## src/design/cfm_pkg.sv

```systemverilog
package cfm_pkg;

    localparam int SAMPLE_W = 16;
    localparam int LEN_W    = 8;
    localparam int PHASE_W  = 8;
    localparam int APB_AW   = 3;
    localparam int APB_DW   = 32;

    typedef enum logic [1:0] {
        MODE_SLOW   = 2'd0,
        MODE_FAST   = 2'd1,
        MODE_IDLE_A = 2'd2,
        MODE_IDLE_B = 2'd3
    } t_baud_mode;

    typedef enum logic [0:0] {
        REG_BAUD_MODE = 1'b0,
        REG_THRESHOLD = 1'b1
    } t_reg_index;

    localparam t_baud_mode             RST_BAUD_MODE = MODE_IDLE_B;
    localparam logic signed [SAMPLE_W-1:0] RST_THRESHOLD = 16'sd655;

    localparam logic [LEN_W-1:0] LEN_MAX     = 8'hff;
    localparam logic [LEN_W-1:0] SLOW_SHORT  = 8'h06;
    localparam logic [LEN_W-1:0] FAST_SHORT  = 8'd10;
    localparam logic [LEN_W-1:0] LONG_LIMIT  = 8'h20;

    typedef struct packed {
        logic active;
        logic fast;
    } t_step_ctrl;

endpackage

```

## src/design/cfm_in_if.sv

```systemverilog
interface cfm_in_if;
    import cfm_pkg::*;

    logic                       valid;
    logic                       ready;
    logic signed [SAMPLE_W-1:0] tape_sample;
    logic                       uart_serial_out;

    modport source (output valid, output tape_sample, output uart_serial_out, input ready);
    modport sink   (input valid, input tape_sample, input uart_serial_out, output ready);
endinterface

```

## src/design/cfm_out_if.sv

```systemverilog
interface cfm_out_if;
    logic valid;
    logic ready;
    logic uart_serial_in;
    logic serial_in_update;
    logic tape_out_level;
    logic tape_out_update;

    modport source (output valid, output uart_serial_in, output serial_in_update,
                    output tape_out_level, output tape_out_update, input ready);
    modport sink   (input valid, input uart_serial_in, input serial_in_update,
                    input tape_out_level, input tape_out_update, output ready);
endinterface

```

## src/design/cassette_fsk_modem.sv

```systemverilog
// Cassette FSK modem ticked at 19200 Hz, one input transfer per tick and one result
// transfer per input. Mode 0 runs at 300 baud, mode 1 at 1200 baud; modes 2 and 3
// leave all state untouched and report both update flags as 0. The decoder turns the
// length of each half-cycle of the thresholded tape input into the UART receive bit;
// the encoder resamples the UART transmit bit on bit boundaries and drives the tape
// level. For each tick the decoder and encoder update their counters in
// the accepting cycle and the result register presents the outcome the next cycle,
// so a new tick is taken every clock while the result is taken as fast. Registers
// are written over APB at 0x0 (baud mode, reset 3) and 0x4 (level threshold, reset
// 655); write them only while no tick is in flight.
module cassette_fsk_modem
    import cfm_pkg::*;
(
    input  logic              i_clk,
    input  logic              i_rst_n,
    cfm_in_if.sink            i_item,
    cfm_out_if.source         o_result,
    input  logic              psel,
    input  logic              penable,
    input  logic              pwrite,
    input  logic [APB_AW-1:0] paddr,
    input  logic [APB_DW-1:0] pwdata,
    output logic [APB_DW-1:0] prdata,
    output logic              pready
);

    t_baud_mode                 r_mode;
    logic signed [SAMPLE_W-1:0] r_threshold;
    logic                       r_valid;
    logic                       r_serial_in;
    logic                       r_serial_upd;
    logic                       r_tape_level;
    logic                       r_tape_upd;

    t_step_ctrl ctrl;
    t_reg_index reg_idx;
    logic       step;
    logic       cfg_write;
    logic       dec_bit;
    logic       dec_upd;
    logic       enc_level;
    logic       enc_upd;

    assign reg_idx    = t_reg_index'(paddr[2]);
    assign cfg_write  = psel && penable && pwrite && pready;
    assign pready     = 1'b1;
    assign ctrl.active = (r_mode == MODE_SLOW) || (r_mode == MODE_FAST);
    assign ctrl.fast   = (r_mode == MODE_FAST);

    assign i_item.ready = !r_valid || o_result.ready;
    assign step         = i_item.valid && i_item.ready;

    always_comb begin
        unique case (reg_idx)
            REG_BAUD_MODE: prdata = {{(APB_DW-2){1'b0}}, r_mode};
            REG_THRESHOLD: prdata = APB_DW'(r_threshold);
            default:       prdata = '0;
        endcase
    end

    always_ff @(posedge i_clk) begin
        if (!i_rst_n) begin
            r_mode      <= RST_BAUD_MODE;
            r_threshold <= RST_THRESHOLD;
        end else if (cfg_write) begin
            unique case (reg_idx)
                REG_BAUD_MODE: r_mode      <= t_baud_mode'(pwdata[1:0]);
                REG_THRESHOLD: r_threshold <= pwdata[SAMPLE_W-1:0];
                default:       r_mode      <= r_mode;
            endcase
        end
    end

    cfm_decoder u_decoder (
        .i_clk       (i_clk),
        .i_rst_n     (i_rst_n),
        .i_step      (step),
        .i_ctrl      (ctrl),
        .i_sample    (i_item.tape_sample),
        .i_threshold (r_threshold),
        .o_bit       (dec_bit),
        .o_update    (dec_upd)
    );

    cfm_encoder u_encoder (
        .i_clk      (i_clk),
        .i_rst_n    (i_rst_n),
        .i_step     (step),
        .i_ctrl     (ctrl),
        .i_uart_bit (i_item.uart_serial_out),
        .o_level    (enc_level),
        .o_update   (enc_upd)
    );

    always_ff @(posedge i_clk) begin
        if (!i_rst_n) begin
            r_valid <= 1'b0;
        end else if (step) begin
            r_valid <= 1'b1;
        end else if (o_result.ready) begin
            r_valid <= 1'b0;
        end
    end

    always_ff @(posedge i_clk) begin
        if (step) begin
            r_serial_in  <= dec_bit;
            r_serial_upd <= dec_upd;
            r_tape_level <= enc_level;
            r_tape_upd   <= enc_upd;
        end
    end

    assign o_result.valid            = r_valid;
    assign o_result.uart_serial_in   = r_serial_in;
    assign o_result.serial_in_update = r_serial_upd;
    assign o_result.tape_out_level   = r_tape_level;
    assign o_result.tape_out_update  = r_tape_upd;

endmodule

```

## src/design/cfm_decoder.sv

```systemverilog
module cfm_decoder
    import cfm_pkg::*;
(
    input  logic                       i_clk,
    input  logic                       i_rst_n,
    input  logic                       i_step,
    input  t_step_ctrl                 i_ctrl,
    input  logic signed [SAMPLE_W-1:0] i_sample,
    input  logic signed [SAMPLE_W-1:0] i_threshold,
    output logic                       o_bit,
    output logic                       o_update
);

    logic [LEN_W-1:0] r_len, n_len;
    logic             r_last, n_last;
    logic             r_bit, n_bit;
    logic [LEN_W-1:0] len_inc;
    logic             level;
    logic             change;
    logic             fire;

    always_comb begin
        len_inc = (r_len == LEN_MAX) ? r_len : r_len + LEN_W'(1);
        level   = (i_sample > i_threshold);
        change  = (level != r_last);
        fire    = change || (i_ctrl.fast && (len_inc == FAST_SHORT));
        n_len   = r_len;
        n_last  = r_last;
        n_bit   = r_bit;
        o_update = 1'b0;
        if (i_ctrl.active) begin
            n_len = change ? '0 : len_inc;
            n_last = level;
            if (fire) begin
                n_bit = (len_inc < (i_ctrl.fast ? FAST_SHORT : SLOW_SHORT))
                        || (len_inc > LONG_LIMIT);
                o_update = 1'b1;
            end
        end
        o_bit = n_bit;
    end

    always_ff @(posedge i_clk) begin
        if (!i_rst_n) begin
            r_len  <= '0;
            r_last <= 1'b0;
            r_bit  <= 1'b1;
        end else if (i_step) begin
            r_len  <= n_len;
            r_last <= n_last;
            r_bit  <= n_bit;
        end
    end

endmodule

```

## src/design/cfm_encoder.sv

```systemverilog
module cfm_encoder
    import cfm_pkg::*;
(
    input  logic       i_clk,
    input  logic       i_rst_n,
    input  logic       i_step,
    input  t_step_ctrl i_ctrl,
    input  logic       i_uart_bit,
    output logic       o_level,
    output logic       o_update
);

    logic [PHASE_W-1:0] r_count, n_count;
    logic               r_held, n_held;
    logic               r_level, n_level;
    logic [PHASE_W-1:0] count_inc;
    logic               period_edge;
    logic               take;
    logic               toggle_edge;
    logic               skip;

    always_comb begin
        count_inc   = r_count + PHASE_W'(1);
        period_edge = i_ctrl.fast ? (count_inc[2:0] == 3'd0) : (count_inc[4:0] == 5'd0);
        take        = period_edge && (i_uart_bit != r_held);
        n_count     = take ? '0 : count_inc;
        n_held      = take ? i_uart_bit : r_held;
        toggle_edge = i_ctrl.fast ? (n_count[2:0] == 3'd0) : (n_count[1:0] == 2'd0);
        skip        = !n_held && (i_ctrl.fast ? n_count[3] : n_count[2]);
        o_update    = i_ctrl.active && toggle_edge && !skip;
        n_level     = r_level ^ o_update;
        if (!i_ctrl.active) begin
            n_count = r_count;
            n_held  = r_held;
        end
        o_level = n_level;
    end

    always_ff @(posedge i_clk) begin
        if (!i_rst_n) begin
            r_count <= '0;
            r_held  <= 1'b0;
            r_level <= 1'b1;
        end else if (i_step) begin
            r_count <= n_count;
            r_held  <= n_held;
            r_level <= n_level;
        end
    end

endmodule

```

## src/flat_wrapper.sv

```systemverilog
// flat-port wrapper written by rule: the top's interface ports become plain ports
module cassette_fsk_modem_flat import cfm_pkg::*;
  (i_clk, i_rst_n, psel, penable, pwrite, paddr, pwdata, prdata, pready, i_item_valid, i_item_tape_sample, i_item_uart_serial_out, i_item_ready, o_result_valid, o_result_uart_serial_in, o_result_serial_in_update, o_result_tape_out_level, o_result_tape_out_update, o_result_ready);
  cfm_in_if i_item_i ();
  cfm_out_if o_result_i ();
  input  logic i_clk;
  input  logic i_rst_n;
  input  logic psel;
  input  logic penable;
  input  logic pwrite;
  input  logic [APB_AW-1:0] paddr;
  input  logic [APB_DW-1:0] pwdata;
  output logic [APB_DW-1:0] prdata;
  output logic pready;
  input wire logic [$bits(i_item_i.valid)-1:0] i_item_valid;
  input wire logic [$bits(i_item_i.tape_sample)-1:0] i_item_tape_sample;
  input wire logic [$bits(i_item_i.uart_serial_out)-1:0] i_item_uart_serial_out;
  output wire logic [$bits(i_item_i.ready)-1:0] i_item_ready;
  output wire logic [$bits(o_result_i.valid)-1:0] o_result_valid;
  output wire logic [$bits(o_result_i.uart_serial_in)-1:0] o_result_uart_serial_in;
  output wire logic [$bits(o_result_i.serial_in_update)-1:0] o_result_serial_in_update;
  output wire logic [$bits(o_result_i.tape_out_level)-1:0] o_result_tape_out_level;
  output wire logic [$bits(o_result_i.tape_out_update)-1:0] o_result_tape_out_update;
  input wire logic [$bits(o_result_i.ready)-1:0] o_result_ready;
  assign i_item_i.valid = i_item_valid;
  assign i_item_i.tape_sample = i_item_tape_sample;
  assign i_item_i.uart_serial_out = i_item_uart_serial_out;
  assign i_item_ready = i_item_i.ready;
  assign o_result_valid = o_result_i.valid;
  assign o_result_uart_serial_in = o_result_i.uart_serial_in;
  assign o_result_serial_in_update = o_result_i.serial_in_update;
  assign o_result_tape_out_level = o_result_i.tape_out_level;
  assign o_result_tape_out_update = o_result_i.tape_out_update;
  assign o_result_i.ready = o_result_ready;
  cassette_fsk_modem u_core (.i_clk(i_clk), .i_rst_n(i_rst_n), .i_item(i_item_i), .o_result(o_result_i), .psel(psel), .penable(penable), .pwrite(pwrite), .paddr(paddr), .pwdata(pwdata), .prdata(prdata), .pready(pready));
endmodule
```

## config.mk

```make
export PLATFORM = sky130hd
export DESIGN_NAME = cassette_fsk_modem_flat
export DESIGN_NICKNAME = d
export VERILOG_FILES = /design/src/design/cfm_pkg.sv /design/src/design/cfm_in_if.sv /design/src/design/cfm_out_if.sv /design/src/design/cassette_fsk_modem.sv /design/src/design/cfm_decoder.sv /design/src/design/cfm_encoder.sv /design/src/flat_wrapper.sv
export SDC_FILE = /design/constraint.sdc
export NUM_CORES = 1
export LEC_CHECK = 0
export BUFFER_PORTS_ARGS = -buffer_cell sky130_fd_sc_hd__buf_2
export CAP_MARGIN = 20
export CORE_ASPECT_RATIO = 0.7
export CORE_UTILIZATION = 51
export CTS_CLUSTER_SIZE = 14
export DETAILED_ROUTE_END_ITERATION = 10
export HOLD_SLACK_MARGIN = 0.05
export MAX_ROUTING_LAYER = met4
export PLACE_DENSITY = 0.81
export SYNTH_ARGS = -nofsm -noshare
export SYNTH_HDL_FRONTEND = slang
export SYNTH_SLANG_ARGS = --single-unit
```

## constraint.sdc

```tcl
create_clock -name i_clk -period 2.7 [get_ports i_clk]
set_input_delay 0.405 -clock i_clk [delete_from_list [all_inputs] [get_ports i_clk]]
set_output_delay 0.405 -clock i_clk [all_outputs]
set_load 0.01 [all_outputs]
```

==> results.md <==
- Post-synthesis net count: about 430
- Avg Cell Area, Syn: roughly 8.1 µm²
- Power per cell area: roughly 370 mW/mm²
- Reg2Reg Depth: 8
- Hold Path Depth: 3
- Largest fanout on the critical path: 5
- Core area: 0.00526 mm²
- Status: complete, no violations
- Flop2flop setup slack: between 0.1 and 0.15 ns
- Ys Warns: 0
- WL final: just over 6000 µm
- Minimum clock period: approximately 2.6 ns
- Worst hold slack: roughly 0.32 ns
- Rel. slew slack: 54.5%
- CTS tree: built
- Setup WS pre-CTS: between 0.03 and 0.04 ns
- Crit Path Category: reg2reg
- Total track usage: a little under a quarter
- Achievable frequency: between 300 and 400 MHz
- Setup WS post-layout: about 0.14 ns
- Vias in the first global route: approximately 2300
- Worst r2r src: u_core.u_decoder.r_len[1]
- Die ar.: just under 0.006 mm²
- # rows: 22
- Setup TNS: 0 ns
- CP Launch Point: u_core.u_decoder.r_len[1]
- Worst-skew pair later-pin latency: roughly 0.31 ns
- HP Start: pwdata[2]
- VDD IR-drop max: 0.000231 V
- Via count: 2615
- Tot Pwr: 1.20 mW
- Worst Setup Start Kind: flip-flop
- Hold Path Sink: u_core.r_threshold[2]
- IO Pins: a little under 100
- Crit path arrival time: about 2.6 ns
- Initial DRC count: between 100 and 150
- CTS Buf Count: 5
- WL/cell: between 10 and 15 µm
- P_leak: 1.38 nW
- Max-Cap Viols: 0
- GPL Wtd Cong: approximately 0.91
- Maximum clock path buffer count: 2
- Crit. End Element: flip-flop
- Pin count of the biggest net entering global routing: 24
- Final Non-Filler Cells: approximately 480
- Synth unique cells: 62
- Clk slew on worst S/H paths: around 0.080 ns
- Max-slew violations: 0
- Dpl hpwl: ~4700 µm
- Post-DR vias/cell: approximately 5.5
- DRC: 0
- Die Y: approximately 64 µm
- Final hold viol count: 0
- Ys async rst share: 0%
- Mapped cell area: between 0.002 and 0.003 mm²
- Cell Area, Placed: around 0.0031 mm²
- Top cells by count, synth: 52 x nand2_1, 36 x dfxtp_1, 25 x inv_1
- Layout Nets: approximately 490
- Global route overflow: 0
- # setup viols final: 0
- Buffers added on ports: 78
- Dpl cells: between 400 and 500
- Final ANT Viol Nets: 0
- Tcrit/Tclk final: 94.7%
- CTS root buf: clkbuf_8
- Synthesized instance count: 347
- EDFF count, synth: 4
- RR Endpoint: u_core.o_result.uart_serial_in
- Post-layout util: between 60% and 70%
- CTS H-Tree Depth: 2
- Antenna cells: 0
- Hold-fix buffers, CTS: 0
- Worst slew pin tran: roughly 0.68 ns
- Initial antenna violation count: 0
- Die width: 90.6 µm
- Area delta synth->final: 14.5%
- Required @ worst endpoint: about 2.8 ns
- Top-area cell type share of the netlist area: about 26%
- Drt pass-1 iters: 4
- Area contributors post-synth: dfxtp_1 26%, ha_1 9.4%, nand2_1 7.0%, a21boi_0 5.6%, buf_4 5.1%
- Share of layout cells above drive strength 1: between 20% and 30%
- Yosys reg bits: 40
- Clock skew: approximately 0.0048 ns
- Sequential cell area fraction in the yosys report: 30.0%
- Initial Util: approximately 53%
- First-pass GRT wire length: approximately 10000 µm
- Top-count cell post-synth: nand2_1
- Largest area contributor in the netlist: dfxtp_1
- Design Area, Final: roughly 0.0032 mm²
- RSZ-0062 raised after global routing: no
- Worst min-delay path class: in2reg
- Dominant synthesized flop cell: dfxtp_1
- CTS Sinks: 40
-- power by group --
part / switching [mW] / internal (mW)
sequential: 0.00590 / 0.609
clock: 0.228 / 0.178
combinational: 0.101 / 0.0789
total: 0.334 / 0.867
-- worst max-delay path by stage --
stage	end	slack [ns]
2_1_floorplan	u_core.o_result.uart_serial_in	0.24
3_5_place_dp	u_core.o_result.uart_serial_in	0.04
6_report	u_core.o_result.uart_serial_in	0.14
4_1_cts	u_core.o_result.uart_serial_in	0.08
3_3_place_gp	u_core.o_result.uart_serial_in	0.07
5_1_grt	u_core.o_result.uart_serial_in	0.008
-- sequential cells by signal, summed over array words and instances (netlist names) --
signal                            flops
u_core.o_result.serial_in_update      1
u_core.o_result.tape_out_level        1
u_core.o_result.tape_out_update       1
u_core.o_result.uart_serial_in        1
u_core.o_result.valid                 1
u_core.r_mode                         2
u_core.r_threshold                   16
u_core.u_decoder.r_bit                1
u_core.u_decoder.r_last               1
u_core.u_decoder.r_len                8
u_core.u_encoder.r_count              5
u_core.u_encoder.r_held               1
u_core.u_encoder.r_level              1
-- logic make-up (layout without fill, tap and decap cells) --
family | count (synthesis) | count (layout) | synth area share, %
other | 1 | 1 | 0.134
and+or+nand+nor | 134 | 134 | 24.8
buffers and inverters | 59 | 118 | 11.1
adders and majority gates | 21 | 21 | 9.37
AOI/OAI and AO/OA | 82 | 82 | 21.2
xor gates and xnor gates | 5 | 5 | 1.56
muxes | 5 | 5 | 1.92
DFF | 40 | 40 | 30.0
-- placed cells by master, fill, tap and decap left out, types with 2 or more instances in the layout --
cell type / synthesis / layout
a31oi_1: 2 / 2
and4_1: 4 / 4
xor2_1: 2 / 2
clkinvlp_4: 0 / 2
a21o_1: 5 / 5
ha_1: 21 / 20
o211ai_1: 8 / 8
nand2b_1: 4 / 4
buf_2: 2 / 78
mux2_2: 2 / 2
a21oi_1: 13 / 13
nor3_1: 3 / 3
edfxtp_1: 4 / 4
nor3b_1: 2 / 2
a32oi_1: 3 / 3
nand4_1: 8 / 8
a21boi_0: 21 / 21
buf_4: 19 / 7
dfxtp_1: 36 / 35
xnor2_1: 3 / 3
a211oi_1: 2 / 2
nand3_1: 12 / 12
o21ai_0: 11 / 10
nor2_1: 24 / 24
nand2_1: 52 / 52
nor2b_1: 5 / 5
and2_1: 4 / 4
o21ai_1: 2 / 3
inv_1: 25 / 25
or3_1: 3 / 3
mux2i_1: 2 / 2
clkbuf_8: 0 / 5
-- worst max-delay path: stages (launching register included) --
cell	delay, ns
dfxtp_1	0.39
ha_2	0.26
nand4_2	0.18
or3_4	0.40
a221oi_2	0.22
nand4_1	0.15
and3_4	0.20
a21oi_4	0.16
mux2_1	0.34
-- routing by layer --
metal,global-route usage (%),vias to the layer above,part of all wire [%],wire [µm]
li1,-,1320,-,-
met1,31.8,1183,50,3100
met2,33.0,102,41,2560
met3,4.40,10,6.6,410
met4,10.9,0,1.6,99
met5,-,-,0,0
-- area by class of cell --
type                    instances  area (µm²)
multi-input cells             248        1660
well taps                      72        90.1
inverters                      25        93.8
clock inverters                 3        18.8
flip-flops and latches         40         842
fillers                       481        2040
repair buffers                 85         443
clock buffers                   5        68.8
-- timing repair --
| item | 4_1_cts | 5_1_grt |
|---|---|---|
| endpoints found under the setup margin | 0 | 2 |
| gates resized for setup | 0 | 3 |
| buffers inserted | 0 | 0 |
(Power assumes the default switching activity.)
